===== src/ufpe_pkg.sv =====
// Shared types, constants and register codes for the UART frame pulse encoder.
package ufpe_pkg;

   localparam int DATA_BITS  = 8;
   localparam int SENT_BITS  = (DATA_BITS > 8) ? 8 : DATA_BITS;
   localparam int SYMBOLS    = SENT_BITS + 2;
   localparam int IDX_W      = $clog2(SYMBOLS);
   localparam int BIT_SEL_W  = 3;
   localparam int TICK_W     = 15;
   localparam int BYTE_W     = 8;
   localparam int CSR_IDX_W  = 3;
   localparam int CSR_DATA_W = TICK_W;

   localparam logic [IDX_W-1:0] IDX_START = '0;
   localparam logic [IDX_W-1:0] IDX_STOP  = IDX_W'(SYMBOLS - 1);

   typedef enum logic [1:0] {
      PARITY_NONE = 2'd0,
      PARITY_EVEN = 2'd1,
      PARITY_ODD  = 2'd2
   } parity_mode_type;

   typedef enum logic [CSR_IDX_W-1:0] {
      CSR_PARITY_MODE     = 3'd0,
      CSR_HALF_BIT_TICKS  = 3'd1,
      CSR_FULL_BIT_TICKS  = 3'd2,
      CSR_STOP_HALF_TICKS = 3'd3,
      CSR_STOP_FULL_TICKS = 3'd4
   } csr_index_type;

   typedef struct packed {
      parity_mode_type    parity_mode;
      logic [TICK_W-1:0]  half_bit_ticks;
      logic [TICK_W-1:0]  full_bit_ticks;
      logic [TICK_W-1:0]  stop_half_ticks;
      logic [TICK_W-1:0]  stop_full_ticks;
   } cfg_type;

   typedef struct packed {
      logic               first_level;
      logic [TICK_W-1:0]  first_ticks;
      logic               second_level;
      logic [TICK_W-1:0]  second_ticks;
      logic               last_symbol;
   } sym_type;

endpackage


===== src/ufpe_csr.sv =====
// Configuration registers of the UART frame pulse encoder.
module ufpe_csr (
   input  logic                               clock,
   input  logic                               reset,
   input  logic                               csr_we,
   input  logic [ufpe_pkg::CSR_IDX_W-1:0]     csr_index,
   input  logic [ufpe_pkg::CSR_DATA_W-1:0]    csr_wdata,
   output ufpe_pkg::cfg_type                  cfg
);

   ufpe_pkg::cfg_type cfg_ff;
   ufpe_pkg::cfg_type cfg_in;

   always_comb begin
      cfg_in = cfg_ff;
      if (csr_we) begin
         case (ufpe_pkg::csr_index_type'(csr_index))
            ufpe_pkg::CSR_PARITY_MODE:
               cfg_in.parity_mode = ufpe_pkg::parity_mode_type'(csr_wdata[1:0]);
            ufpe_pkg::CSR_HALF_BIT_TICKS:  cfg_in.half_bit_ticks  = csr_wdata;
            ufpe_pkg::CSR_FULL_BIT_TICKS:  cfg_in.full_bit_ticks  = csr_wdata;
            ufpe_pkg::CSR_STOP_HALF_TICKS: cfg_in.stop_half_ticks = csr_wdata;
            ufpe_pkg::CSR_STOP_FULL_TICKS: cfg_in.stop_full_ticks = csr_wdata;
            default: ;
         endcase
      end
   end

   always_ff @(posedge clock) begin
      if (reset) begin
         cfg_ff.parity_mode     <= ufpe_pkg::PARITY_NONE;
         cfg_ff.half_bit_ticks  <= ufpe_pkg::TICK_W'(1);
         cfg_ff.full_bit_ticks  <= ufpe_pkg::TICK_W'(1);
         cfg_ff.stop_half_ticks <= ufpe_pkg::TICK_W'(1);
         cfg_ff.stop_full_ticks <= ufpe_pkg::TICK_W'(1);
      end else begin
         cfg_ff <= cfg_in;
      end
   end

   assign cfg = cfg_ff;

endmodule


===== src/ufpe_sym.sv =====
// Symbol builder: level and tick count of each half for one frame position.
module ufpe_sym (
   input  ufpe_pkg::cfg_type                  cfg,
   input  logic [ufpe_pkg::BYTE_W-1:0]        data_byte,
   input  logic [ufpe_pkg::IDX_W-1:0]         idx,
   output ufpe_pkg::sym_type                  sym
);

   logic [ufpe_pkg::IDX_W-1:0]     idx_minus;
   logic [ufpe_pkg::BIT_SEL_W-1:0] bit_sel;
   logic                           data_level;
   logic                           ones_odd;

   assign idx_minus  = idx - ufpe_pkg::IDX_W'(1);
   assign bit_sel    = idx_minus[ufpe_pkg::BIT_SEL_W-1:0];
   assign data_level = data_byte[bit_sel];
   assign ones_odd   = ^data_byte[ufpe_pkg::SENT_BITS-1:0];

   always_comb begin
      sym = '0;
      if (idx == ufpe_pkg::IDX_START) begin
         sym.first_level  = 1'b0;
         sym.first_ticks  = cfg.half_bit_ticks;
         sym.second_level = 1'b0;
         sym.second_ticks = cfg.half_bit_ticks;
      end else if (idx == ufpe_pkg::IDX_STOP) begin
         sym.last_symbol  = 1'b1;
         sym.second_level = 1'b1;
         case (cfg.parity_mode)
            ufpe_pkg::PARITY_EVEN: begin
               sym.first_level  = ones_odd;
               sym.first_ticks  = cfg.full_bit_ticks;
               sym.second_ticks = cfg.stop_full_ticks;
            end
            ufpe_pkg::PARITY_ODD: begin
               sym.first_level  = ~ones_odd;
               sym.first_ticks  = cfg.full_bit_ticks;
               sym.second_ticks = cfg.stop_full_ticks;
            end
            default: begin
               sym.first_level  = 1'b1;
               sym.first_ticks  = cfg.stop_half_ticks;
               sym.second_ticks = cfg.stop_half_ticks;
            end
         endcase
      end else begin
         sym.first_level  = data_level;
         sym.first_ticks  = cfg.half_bit_ticks;
         sym.second_level = data_level;
         sym.second_ticks = cfg.half_bit_ticks;
      end
   end

endmodule


===== src/uart_frame_pulse_encoder_top.sv =====
// Top level of the UART frame pulse encoder: frame register, symbol register, handshakes.
// Usage:
//   req_ channel: one data byte per word, valid/ready handshake.
//   rsp_ channel: one pulse symbol per word (level and ticks for each half, plus a
//   last_symbol flag on the stop symbol), valid/ready handshake.
//   csr_ port: write enable, register index, data; write only while idle.
// A frame is a start symbol, eight data symbols LSB first and one stop symbol,
// ten words in all. With parity on, the stop symbol carries the parity level
// in its first half.
// An accepted byte enters the frame register, then its start symbol the symbol register.
// Throughput: one symbol per cycle while the receiver does not stall; the symbol counter
// of the frame register steps through the frame. The next byte is taken in the cycle
// the stop symbol is loaded, so frames follow with no gap.
// Reset clears both stages and loads the register defaults (no parity, all
// tick counts 1). When the receiver stalls, the symbol register holds its word
// and the frame register holds its position; once a byte sits in the frame
// register req_ready stays low until its stop symbol moves on.
module uart_frame_pulse_encoder_top (
   input  logic                               clock,
   input  logic                               reset,
   input  logic                               req_valid,
   output logic                               req_ready,
   input  logic [ufpe_pkg::BYTE_W-1:0]        req_data_byte,
   output logic                               rsp_valid,
   input  logic                               rsp_ready,
   output logic                               rsp_first_level,
   output logic [ufpe_pkg::TICK_W-1:0]        rsp_first_ticks,
   output logic                               rsp_second_level,
   output logic [ufpe_pkg::TICK_W-1:0]        rsp_second_ticks,
   output logic                               rsp_last_symbol,
   input  logic                               csr_we,
   input  logic [ufpe_pkg::CSR_IDX_W-1:0]     csr_index,
   input  logic [ufpe_pkg::CSR_DATA_W-1:0]    csr_wdata
);

   ufpe_pkg::cfg_type               cfg;
   ufpe_pkg::sym_type               sym;

   logic                            busy_ff, busy_in;
   logic [ufpe_pkg::IDX_W-1:0]      idx_ff, idx_in;
   logic [ufpe_pkg::BYTE_W-1:0]     byte_ff, byte_in;
   logic                            rsp_valid_ff, rsp_valid_in;
   ufpe_pkg::sym_type               rsp_sym_ff, rsp_sym_in;

   logic                            advance;
   logic                            load_sym;
   logic                            at_stop;
   logic                            req_accept;

   ufpe_csr u_csr (
      .clock     (clock),
      .reset     (reset),
      .csr_we    (csr_we),
      .csr_index (csr_index),
      .csr_wdata (csr_wdata),
      .cfg       (cfg)
   );

   ufpe_sym u_sym (
      .cfg       (cfg),
      .data_byte (byte_ff),
      .idx       (idx_ff),
      .sym       (sym)
   );

   assign advance    = ~rsp_valid_ff | rsp_ready;
   assign load_sym   = busy_ff & advance;
   assign at_stop    = (idx_ff == ufpe_pkg::IDX_STOP);
   assign req_ready  = ~busy_ff | (advance & at_stop);
   assign req_accept = req_valid & req_ready;

   always_comb begin
      busy_in      = busy_ff;
      idx_in       = idx_ff;
      byte_in      = byte_ff;
      rsp_valid_in = rsp_valid_ff;
      rsp_sym_in   = rsp_sym_ff;
      if (advance) begin
         rsp_valid_in = busy_ff;
         if (busy_ff) begin
            rsp_sym_in = sym;
         end
      end
      if (load_sym) begin
         idx_in = idx_ff + ufpe_pkg::IDX_W'(1);
         if (at_stop) begin
            busy_in = 1'b0;
         end
      end
      if (req_accept) begin
         busy_in = 1'b1;
         idx_in  = ufpe_pkg::IDX_START;
         byte_in = req_data_byte;
      end
   end

   always_ff @(posedge clock) begin
      if (reset) begin
         busy_ff      <= 1'b0;
         idx_ff       <= ufpe_pkg::IDX_START;
         rsp_valid_ff <= 1'b0;
      end else begin
         busy_ff      <= busy_in;
         idx_ff       <= idx_in;
         rsp_valid_ff <= rsp_valid_in;
      end
   end

   always_ff @(posedge clock) begin
      byte_ff    <= byte_in;
      rsp_sym_ff <= rsp_sym_in;
   end

   assign rsp_valid        = rsp_valid_ff;
   assign rsp_first_level  = rsp_sym_ff.first_level;
   assign rsp_first_ticks  = rsp_sym_ff.first_ticks;
   assign rsp_second_level = rsp_sym_ff.second_level;
   assign rsp_second_ticks = rsp_sym_ff.second_ticks;
   assign rsp_last_symbol  = rsp_sym_ff.last_symbol;

`ifndef ASSERT_OFF
   a_accept_starts_frame: assert property (@(posedge clock) disable iff (reset)
      req_accept |=> (busy_ff && idx_ff == ufpe_pkg::IDX_START))
      else $error("accepted byte did not start a frame at the start symbol");

   a_ready_only_at_end: assert property (@(posedge clock) disable iff (reset)
      (req_ready && busy_ff) |-> (advance && at_stop))
      else $error("byte taken while a frame is still in progress");

   a_stop_flags_last: assert property (@(posedge clock) disable iff (reset)
      (load_sym && at_stop) |=> (rsp_valid && rsp_last_symbol))
      else $error("stop symbol left without last_symbol");

   a_start_is_low: assert property (@(posedge clock) disable iff (reset)
      (load_sym && idx_ff == ufpe_pkg::IDX_START)
         |=> (!rsp_first_level && !rsp_second_level && !rsp_last_symbol))
      else $error("start symbol is not low");
`endif

endmodule


===== config.mk =====
export PLATFORM = sky130hd
export DESIGN_NAME = uart_frame_pulse_encoder_top
export DESIGN_NICKNAME = d
export VERILOG_FILES = /design/src/ufpe_pkg.sv /design/src/ufpe_csr.sv /design/src/ufpe_sym.sv /design/src/uart_frame_pulse_encoder_top.sv
export SDC_FILE = /design/constraint.sdc
export NUM_CORES = 1
export LEC_CHECK = 0
export BUFFER_PORTS_ARGS = -buffer_cell sky130_fd_sc_hd__buf_2
export CORE_MARGIN = 4
export CORE_UTILIZATION = 50
export DETAILED_ROUTE_END_ITERATION = 8
export GPL_TIMING_DRIVEN = 0
export PLACE_DENSITY = 0.76
export SKIP_CTS_REPAIR_TIMING = 1
export SKIP_LAST_GASP = 1
export SLEW_MARGIN = 10
export SYNTH_ARGS = -nofsm -noshare
export SYNTH_HDL_FRONTEND = slang
export SYNTH_SLANG_ARGS = --single-unit

===== constraint.sdc =====
create_clock -name clock -period 2.9 [get_ports clock]
set_input_delay 0.87 -clock clock [delete_from_list [all_inputs] [get_ports clock]]
set_output_delay 0.87 -clock clock [all_outputs]
set_load 0.02 [all_outputs]

## Word level (Yosys, flattened, before mapping)

Cells that the tools add are included.
W data, S select, Z words.

| storage, ports and cells | value |
|---|---|
| bits in registers | 109 |
| bits of input ports | 31 |

| operators by class | value |
|---|---|
| add/subtract/negate cells | 2 |
| equality and inequality tests | 7 |
| reductions and logical operators | 14 |
| bitwise gates (word level) | 8 |
| $lt $le $gt $ge | 1 |
| mux-type cells | 10 |

Operator list:

| operator | number |
|---|---|
| $mux W32 | 1 |
| $pmux W16 S2 | 1 |
| $mux W31 | 1 |
| $mux W15 | 1 |
| $reduce_and A2 Y1 | 7 |
| $reduce_xor A8 Y1 | 1 |
| $eq A3 B2 Y1 const B | 2 |
| $mux W1 | 5 |
| $add A4 B1 Y4 const B | 1 |
| $eq A4 B4 Y1 const B | 1 |
| $logic_not A4 Y1 | 1 |
| $lt A3 B4 Y1 const B | 1 |
| $reduce_bool A2 Y1 | 2 |
| $reduce_or A2 Y1 | 2 |
| $and A1 B1 Y1 | 3 |
| $bmux W1 S3 | 1 |
| $eq A3 B1 Y1 const B | 1 |
| $eq A3 B3 Y1 const B | 1 |
| $logic_not A3 Y1 | 1 |
| $not A1 Y1 | 3 |
| $sub A3 B1 Y3 const B | 1 |
| $eq A2 B1 Y1 const B | 1 |
| $eq A2 B2 Y1 const B | 1 |
| $or A1 B1 Y1 | 2 |

## Depth between registers and ports, before layout

Gate-level depths: netlist of the first run.

| logic depth | value |
|---|---|
| word-level depth | 7 |
| mapped depth | 8 |
| mapped depth without buffers | 7 |

## By module

From an unflattened synthesis of the first run, not the netlist that was laid out.

| second synthesis, totals | value |
|---|---|
| cell total of the unflattened synthesis | 423 |
| area total of the unflattened synthesis | 4774.6 µm² |

Modules (own cells, without submodules):

| module | area each (µm²) | times used | cells each |
|---|---|---|---|
| ufpe_csr | 2499.9 | 1 | 224 |
| uart_frame_pulse_encoder_top | 1552.7 | 1 | 73 |
| ufpe_sym | 721.9 | 1 | 126 |

## Worst setup path before layout of the first run

No wires, ideal clock.

| timing path | value |
|---|---|
| kind | input -> register |
| start point | in rsp_ready |
| end point | reg idx_ff[3] in the netlist's numbering |
| cell stages on the path | 6 |
| path slack | 0.269 ns |
| arrival | 2.515 ns |
| buffers on the path | 1 |
| path through | nor2b_1 > nor2b_1 > clkbuf_1 > nand4_1 > xor2_1 > nor2_1 |

RTL lines:

| what | RTL line | source |
|---|---|---|
| from (decl) | uart_frame_pulse_encoder_top.sv:25 | `input logic rsp_ready,` |
| $or A1 B1 Y1 | uart_frame_pulse_encoder_top.sv:66 | `assign advance = ~rsp_valid_ff \| rsp_ready;` |
| $and A1 B1 Y1 | uart_frame_pulse_encoder_top.sv:67 | `assign load_sym = busy_ff & advance;` |
| net load_sym | uart_frame_pulse_encoder_top.sv:46 | `logic load_sym;` |
| to (signal assigned) | uart_frame_pulse_encoder_top.sv:100 | `idx_ff <= ufpe_pkg::IDX_START;` |
| to (signal assigned) | uart_frame_pulse_encoder_top.sv:104 | `idx_ff <= idx_in;` |
| to (decl) | uart_frame_pulse_encoder_top.sv:40 | `logic [ufpe_pkg::IDX_W-1:0] idx_ff, idx_in;` |

The timed path passes the listed nets, and every way through them passes these cells.
A chain may end at the register's enable or synchronous reset.

## Worst setup path in the final report of the first run

| timing path | value |
|---|---|
| start point | reg idx_ff[0] in the netlist's numbering |
| end point | out req_ready |

| on the way | value |
|---|---|
| word-level cells in the longest chain between the ends | 3 |

RTL lines:

| what | RTL line | source |
|---|---|---|
| $eq A4 B4 Y1 | uart_frame_pulse_encoder_top.sv:68 | `assign at_stop = (idx_ff == ufpe_pkg::IDX_STOP);` |
| $and A1 B1 Y1 | uart_frame_pulse_encoder_top.sv:69 | `assign req_ready = ~busy_ff \| (advance & at_stop);` |
| $or A1 B1 Y1 | uart_frame_pulse_encoder_top.sv:69 |  |
| to (decl) | uart_frame_pulse_encoder_top.sv:22 | `output logic req_ready,` |

Every way passes these cells.

==> metrics.md, run 1 <==
| Metric | Value |
|---|---|
| Initial antenna violation count | `0` |
| Initial Util | `51.23%` |
| Nets | `587` |
| Share of the synthesized area in the top cell type | `between 30% and 40%` |
| Status | `finished clean` |
| Aggregate global routing overflow | `0` |
| Site Rows | `34` |
| Max Slew Vio Count | `0` |
| Setup WS pre-CTS | `0.5414 ns` |
| Die Y | `102.5 µm` |
| Synth Instances | `473` |
| Post-synthesis mux area share | `5.209%` |
| Die area | `10510 µm²` |
| Ant diodes | `0` |
| CTS Buffer Depth | `2` |
| Post-synthesis xor/xnor area fraction | `2.156%` |
| PortBufs | `between 60 and 70` |
| RSZ-0062 raised after global routing | `no` |
| Synthesized area | `4468 µm²` |
| First-pass GRT wire length | `17430 µm` |
| Static Leakage | `2.045 nW` |
| Required time worst endpoint | `2.03 ns` |
| Largest family of logic cells by synthesized area | `simple AND/OR/NAND/NOR gates` |
| Final WL | `11040 µm` |
| TritonCTS Sinks | `109` |
| Hold crit path type | `flop to flop` |
| Adder-Cell Fraction of Synth Area | `1.680%` |
| Post-synth EDFFs | `41` |
| Root Buffer | `clkbuf_8` |
| Synth-to-Final Area Change | `15.07%` |
| CTS tree | `built` |
| Layout cell share with drive strength beyond 1 | `between 15 and 20%` |
| Vias in the first global route | `3535` |
| GRT Overall Usage | `between 20% and 30%` |
| Slew HR | `53.02%` |
| Register area | `2592 µm²` |
| CP Class | `flop to primary output` |
| Clk_lat worst skew | `0.37 ns` |
| Asr flop ratio synth | `0%` |
| Area of the multi-input gates | `~1700 µm²` |
| Post-route minimum period | `2.511 ns` |
| Maximum clock frequency | `between 300 and 400 MHz` |
| Synth cell count leaders | `nand2_1 (152), dfxtp_1 (68), a21oi_1 (59), edfxtp_1 (41), nand3_1 (32)` |
| Average cell area after synthesis | `~9.4 µm²` |
| CTS clock-pin slew for the worst setup and hold paths | `0.09 ns` |
| Final ANT Viol Nets | `0` |
| Synth warn | `0` |
| Fill cells | `743` |
| Critical register-to-register path startpoint | `idx_ff[0]` |
| Post-Syn Nets | `510` |
| Reg2Reg Setup Slack | `0.89 ns` |
| Detailed Routing Iterations Pass 1 | `5` |
| Core area | `8721 µm²` |
| Avg WL per Cell | `around 17 µm` |
| Skew final | `between 0.009 and 0.01 ns` |
| Final hold vios | `0` |
| Worst hold margin | `0.4590 ns` |
| Most frequent cell after synthesis | `nand2_1` |
| Max FO, Critical Path | `7` |
| Complex-gate fraction of the synthesized area | `a little under a tenth` |
| Synth Flop Type | `dfxtp_1` |
| Critical path launch point type | `flop` |
| Actual slew at the worst max-slew pin | `0.7047 ns` |
| Vias/cell | `between 5 and 6` |
| Worst setup EP type | `primary output` |
| Residual DRC | `0` |
| Final RePlAce weighted congestion | `0.8537` |
| Hold Crit Start | `u_csr.cfg[4]` |
| Die X-Extent | `approximately 100 µm` |
| Pin count of the biggest net entering global routing | `30` |
| Seq/Total Area, Yosys | `roughly three fifths` |
| H-tree levels | `3` |
| Vias | `3642` |
| DR iter-0 viols | `roughly 230` |
| Post-synthesis register bit count | `roughly 110` |
| Worst r2r dst | `rsp_first_ticks[4]` |
| Final cycle utilization of the critical path | `86.57%` |
| Post-synth cell types | `31` |
| Number of cells on the worst hold path | `2` |
| Worst Reg-to-Reg Cells | `7` |
| Setup violators final | `0` |
| Setup WS post-layout | `0.3895 ns` |
| Most area-consuming cells after synthesis | `dfxtp_1 (30%), edfxtp_1 (28%), nand2_1 (13%)` |
| Synth area leader | `dfxtp_1` |
| Worst Hold End | `u_csr.cfg[4]` |
| Final HPWL DP | `7697 µm` |
| Crit path DAT | `1.64 ns` |
| IO Pins | `66` |
| Pwr Density | `between 500 and 600 nW/µm²` |
| TritonCTS Buffers | `9` |
| Maximum vdd drop | `0.3214 mV` |
| Max-cap violations | `0` |
| Post-synthesis simple-gate area fraction | `20.58%` |
-- metal layers --
| metal | up-vias | GRT usage, % | wire length, µm |
|---|---|---|---|
| met5 | - | 0 | 0 |
| met4 | 0 | 9.284 | 238 |
| met3 | 22 | 4.263 | 705 |
| met2 | 125 | 36.84 | 5537 |
| met1 | 1755 | 27.71 | 4563 |
| li1 | 1740 | - | - |
-- cell usage in the layout (no fill, tap or decap), types with 2 or more instances in the layout --
cell / instances
nand2_1: 152
buf_2: 73
dfxtp_1: 68
a21oi_1: 59
edfxtp_1: 41
nand3_1: 32
clkbuf_1: 18
mux2i_1: 18
o21ai_0: 15
nor2_1: 14
clkbuf_8: 9
xnor2_1: 8
inv_1: 6
ha_1: 6
nand3b_1: 5
xor2_1: 3
nor2b_1: 2
and2_1: 2
and3_1: 2
mux4_1: 2
clkinv_4: 2
-- flip-flops by register name, indices dropped and copies added, names as in the netlist --
| signal | cells |
|---|---|
| rsp_first_level | 1 |
| rsp_last_symbol | 1 |
| rsp_valid | 1 |
| byte_ff | 8 |
| rsp_second_ticks | 15 |
| idx_ff | 4 |
| rsp_first_ticks | 15 |
| busy_ff | 1 |
| rsp_second_level | 1 |
| u_csr.cfg | 62 |
-- critical path, cell delays in order (launching register included) --
cell and delay [ns]:
dfxtp_1 0.51, ha_1 0.25, nand3b_4 0.13, o21ai_2 0.18
buf_2 0.19
-- metrics by stage --
step                total power [mW]  area [µm²]  cells  utilization [%]  TNS, ns
global placement               1.955        4928    646            56.51   -3.904
finish                         2.837        5141    663            58.95        0
floorplan                      1.863        4468    473                -        0
CTS                            2.859        5141    663            58.95        0
global route                   2.948        5141    663            58.95        0
detailed placement             1.970        4950    647            56.76        0
-- kinds of logic after synthesis --
family                     Yosys count
muxes                               20
adders and majority gates            6
buffers and inverters               34
xor gates and xnor gates            11
DFF                                109
AOI/OAI and AO/OA                   78
and+or+nand+nor                    215
-- how the worst max path moves through the flow --
stage / slack [ns] / to / startpoint
after CTS: 0.38 / req_ready / idx_ff[0]
final: 0.39 / req_ready / idx_ff[0]
after global routing: 0.31 / req_ready / idx_ff[0]
after global placement: -0.28 / idx_ff[3] / rsp_ready
after detailed placement: 0.54 / req_ready / rsp_ready
after floorplan: 0.27 / idx_ff[3] / rsp_ready
-- power by group --
part / internal (mW) / total, mW / switching (mW) / leakage [nW]
registers: 1.64 / 1.67 / 0.0236 / 0.939
clock network: 0.398 / 0.901 / 0.503 / 0.0939
logic: 0.0963 / 0.268 / 0.171 / 1.01
-- final cells by class --
class                           count  share of cell area (%)
Sequential cell                   109                   50.43
Multi-Input combinational cell    330                   33.66
Timing Repair Buffer               66                   6.717
Tap cell                          108                   2.628
Clock buffer                       10                   2.482
Buffer                             28                   2.409
Clock inverter                      6                   1.241
Inverter                            6                  0.4381
No activity file was read; power rests on OpenSTA's default activity.
==> run 2, diff against run 1 <==
--- a/config.mk
+++ b/config.mk
@@ -11,6 +11,7 @@
 export DETAILED_ROUTE_END_ITERATION = 8
 export GPL_TIMING_DRIVEN = 0
 export PLACE_DENSITY = 0.76
+export SETUP_SLACK_MARGIN = 0.4
 export SKIP_CTS_REPAIR_TIMING = 1
 export SKIP_LAST_GASP = 1
 export SLEW_MARGIN = 10
==> metrics.md, run 2 (synthesized netlist as in run 1, its figures left out) <==
| Metric | Value |
|---|---|
| CTS clock-pin slew for the worst setup and hold paths | `~0.1 ns` |
| Static Leakage | `2.043 nW` |
| Status | `finished clean` |
| Slew HR | `about a third` |
| Max-cap violations | `0` |
| Final Cell Area | `5132 µm²` |
| Initial antenna violation count | `0` |
| Final hold vios | `0` |
| CTS Buffer Depth | `2` |
| Required time worst endpoint | `2.03 ns` |
| Nets | `586` |
| DR iter-0 viols | `246` |
| Met2 GRT Util | `35.80%` |
| Pin count of the biggest net entering global routing | `38` |
| Max reg flops | `62` |
| GRT Overall Usage | `a little over a fifth` |
| Final HPWL DP | `7435 µm` |
| CP peak stage delay | `about 0.35 ns` |
| Met3 Use GR | `5.480%` |
| Post-route minimum period | `between 2 and 2.5 ns` |
| IO Pins | `66` |
| H-tree levels | `3` |
| Residual DRC | `0` |
| Crit path DAT | `1.51 ns` |
| CP Class | `flop to primary output` |
| Worst setup EP type | `primary output` |
| Root Buffer | `clkbuf_8` |
| Synth-to-Final Area Change | `14.87%` |
| Most common cell after layout, fill and taps aside | `nand2_1` |
| Avg WL per Cell | `16.31 µm` |
| Fill cells | `753` |
| Die area | `around 11000 µm²` |
| Final cycle utilization of the critical path | `82.09%` |
| Maximum vdd drop | `0.2253 mV` |
| CTS tree | `built` |
| Ant diodes | `0` |
| Vias | `roughly 3.6k` |
| Final WL | `10800 µm` |
| Clk_lat worst skew | `approximately 0.37 ns` |
| Setup TNS | `0 ns` |
| CP max stage cell | `dfxtp_1` |
| Vias in the first global route | `3494` |
| Critical path launch point type | `flop` |
| Maximum clock frequency | `420.1 MHz` |
| Commonest non-fill, non-tap cells in the layout | `nand2_1 (152), buf_2 (73), dfxtp_1 (67)` |
| First-pass GRT wire length | `17160 µm` |
| Total chip power | `2.857 mW` |
| Vias/cell | `about 5.5` |
| Skew final | `~0.012 ns` |
| Final ANT Viol Nets | `0` |
| RSZ-0062 raised after global routing | `no` |
| Actual slew at the worst max-slew pin | `1.006 ns` |
| PortBufs | `65` |
| Die X-Extent | `102.5 µm` |
| Pwr Density | `between 500 and 600 nW/µm²` |
| Final RePlAce weighted congestion | `between 0.8 and 0.9` |
| Placed Area | `4930 µm²` |
| Setup violators final | `0` |
| Die Y | `102.5 µm` |
| Core area | `8721 µm²` |
| Reg2Reg Setup Slack | `0.96 ns` |
| Detailed Routing Iterations Pass 1 | `5` |
| Initial Util | `51.23%` |
| Aggregate global routing overflow | `0` |
| TritonCTS Buffers | `9` |
| GRT Max-Usage Layer | `met2` |
| Worst path cell trace | `inv_1, ha_1, nand3b_4, o21ai_2, buf_2` |
| TritonCTS Sinks | `109` |
| Max Slew Vio Count | `0` |
| Hold crit path type | `flop to flop` |
| Layout cell share with drive strength beyond 1 | `17.15%` |
| Met1 Track Usage GR | `27.62%` |
| Site Rows | `34` |
| Max FO, Critical Path | `7` |
==> run 2: layer usage <==
metal / vias up / share of wire [%]
li1: 1740 / -
met1: 1720 / 39
met2: 148 / 50
met3: 19 / 9.5
met4: 0 / 1.6
met5: - / 0
==> run 2: area by class of cell <==
class / instances / area (µm²) / area share [%]
Sequential cell: 109 / 2594 / 50.54
Multi-Input combinational cell: 330 / 1730 / 33.72
Timing Repair Buffer: 65 / 325.3 / 6.338
Clock buffer: 12 / 155.1 / 3.023
Tap cell: 108 / 135.1 / 2.633
Buffer: 28 / 123.9 / 2.413
Clock inverter: 4 / 46.29 / 0.9020
Inverter: 6 / 22.52 / 0.4388
==> run 2: final timing paths <==
kind                       from                   end  cells after the start
setup / recovery      idx_ff[1]             req_ready                      5
hold / removal    u_csr.cfg[32]         u_csr.cfg[32]                      2
setup reg to reg  u_csr.cfg[60]  rsp_second_ticks[12]                      5
hold reg to reg   u_csr.cfg[32]         u_csr.cfg[32]                      2
==> run 2: stage by stage <==
| step | setup slack (ns) | hold slack, ns | utilization (%) | cells |
|---|---|---|---|---|
| after floorplan | 0.8123 | 0.4357 | - | 473 |
| after global placement | 0.4570 | 0.4419 | 56.53 | 646 |
| after detailed placement | 0.3592 | 0.4475 | 56.53 | 646 |
| after CTS | 0.4046 | 0.4603 | 58.84 | 662 |
| after global routing | 0.4021 | 0.4805 | 58.85 | 662 |
| final | 0.5195 | 0.4596 | 58.85 | 662 |
==> run 2: report_power, final <==
group	total, mW	switching (mW)	internal, mW
registers	1.67	0.0230	1.65
clock network	0.927	0.484	0.443
logic	0.262	0.169	0.0924
==> run 2: critical path: cells and delay by family (launching register included) <==
family	cells	cell delay, ns
flops	1	0.35
fa+ha+maj	1	0.19
buf+inv	2	0.29
simple gates	1	0.13
compound gates	1	0.17
==> run 3, diff against run 2 <==
==> constraint.sdc (replaced) <==
create_clock -name clock -period 2.26 [get_ports clock]
set_input_delay 0.678 -clock clock [delete_from_list [all_inputs] [get_ports clock]]
set_output_delay 0.678 -clock clock [all_outputs]
set_load 0.02 [all_outputs]
==> metrics.md, run 3 (synthesized netlist as in run 1, its figures left out) <==
| Metric | Value |
|---|---|
| Max Slew Vio Count | `0` |
| Hold crit path type | `flop to flop` |
| Layout Utilization | `60.00%` |
| Initial Util | `51.23%` |
| Nets | `593` |
| PortBufs | `65` |
| Vias/cell | `5.450` |
| Skew final | `around 0.0087 ns` |
| Commonest non-fill, non-tap cells in the layout | `nand2_1 (152), buf_2 (70), dfxtp_1 (66)` |
| Max-cap violations | `0` |
| Met3 Use GR | `4.060%` |
| Site Rows | `34` |
| Die X-Extent | `102.5 µm` |
| Worst setup EP type | `primary output` |
| Avg WL per Cell | `about 16 µm` |
| Clk_lat worst skew | `between 0.3 and 0.4 ns` |
| Final HPWL DP | `approximately 7400 µm` |
| CP peak stage delay | `0.37 ns` |
| Detailed Routing Iterations Pass 1 | `5` |
| GRT Overall Usage | `a little over a fifth` |
| RSZ-0062 raised after global routing | `yes` |
| Ant diodes | `0` |
| Initial antenna violation count | `0` |
| Actual slew at the worst max-slew pin | `0.6053 ns` |
| Maximum vdd drop | `0.3368 mV` |
| Final ANT Viol Nets | `0` |
| Post-route minimum period | `just over 2 ns` |
| Die area | `10510 µm²` |
| Setup violators final | `0` |
| CP Class | `flop to primary output` |
| Pin count of the biggest net entering global routing | `38` |
| DR iter-0 viols | `307` |
| Worst hold margin | `0.4597 ns` |
| Pwr Density | `between 600 and 700 nW/µm²` |
| Worst path cell trace | `inv_4, ha_4, nand3b_4, o21ai_4, buf_6` |
| CTS tree | `built` |
| H-tree levels | `3` |
| Core area | `8721 µm²` |
| Layout cell share with drive strength beyond 1 | `roughly 20%` |
| Residual DRC | `0` |
| Setup WS pre-CTS | `0.2542 ns` |
| Final cycle utilization of the critical path | `91.53%` |
| Root Buffer | `clkbuf_8` |
| CTS Buffer Depth | `2` |
| First-pass GRT wire length | `16940 µm` |
| Final WL | `between 10000 and 15000 µm` |
| Vias in the first global route | `3466` |
| Crit path DAT | `1.39 ns` |
| Synth-to-Final Area Change | `17.11%` |
| Slew HR | `about three fifths` |
| CTS clock-pin slew for the worst setup and hold paths | `0.10 ns` |
| Max reg flops | `a little over 60` |
| Final RePlAce weighted congestion | `0.9001` |
| Placed Area | `4932 µm²` |
| IO Pins | `66` |
| CP max stage cell | `dfxtp_4` |
| Required time worst endpoint | `1.58 ns` |
| Aggregate global routing overflow | `0` |
| Final hold vios | `0` |
| GRT Max-Usage Layer | `met2` |
| Met1 Track Usage GR | `about 28%` |
| TritonCTS Sinks | `about 110` |
| Critical path launch point type | `flop` |
| Die Y | `102.5 µm` |
| Final Cell Area | `5233 µm²` |
| Status | `finished clean` |
| Met2 GRT Util | `34.91%` |
| Static Leakage | `2.085 nW` |
| Total chip power | `between 3 and 4 mW` |
| TritonCTS Buffers | `9` |
| Most common cell after layout, fill and taps aside | `nand2_1` |
| Maximum clock frequency | `about 480 MHz` |
| Vias | `3646` |
| Max FO, Critical Path | `6` |
| Setup WS post-layout | `0.1914 ns` |
-- run 3: metal layers --
metal,share of wire [%],wire length (µm)
met2,49,5353
met5,0,0
met3,8.3,897
met4,1.7,189
met1,41,4400
-- run 3: worst max-delay path, delay by kind of cell (launching register included) --
kind            cells  cell delay, ns
compound gates      1            0.20
fa+ha+maj           1            0.13
buf+inv             2            0.20
flops               1            0.37
simple gates        1            0.12
-- run 3: final timing paths --
check | start | end | slack, ns | cells past startpoint
max reg2reg | idx_ff[1] | rsp_first_level | 0.47 | 7
max | idx_ff[1] | req_ready | 0.19 | 5
min reg2reg | u_csr.cfg[43] | u_csr.cfg[43] | 0.46 | 2
min | u_csr.cfg[43] | u_csr.cfg[43] | 0.46 | 2
-- run 3: per-stage QoR --
step / TNS (ns) / cells
6_report: 0 / 669
5_1_grt: 0 / 669
3_3_place_gp: 0 / 646
4_1_cts: -0.08552 / 662
3_5_place_dp: 0 / 646
2_1_floorplan: 0 / 473
-- run 3: layout make-up --
cell class                 count  area [µm²]
inverter                       6       25.02
multi-input combinational    330        1760
fill                         730        3488
buffer                        28       133.9
clock inverter                 5       42.54
tap                          108       135.1
clock buffer                  11       151.4
timing repair buffer          72       384.1
sequential                   109        2600
-- run 3: report_power, final --
part	internal, mW	switching (mW)	total, mW
Combinational	0.131	0.220	0.351
Clock	0.474	0.679	1.15
Sequential	2.11	0.0311	2.14
Total	2.71	0.931	3.64
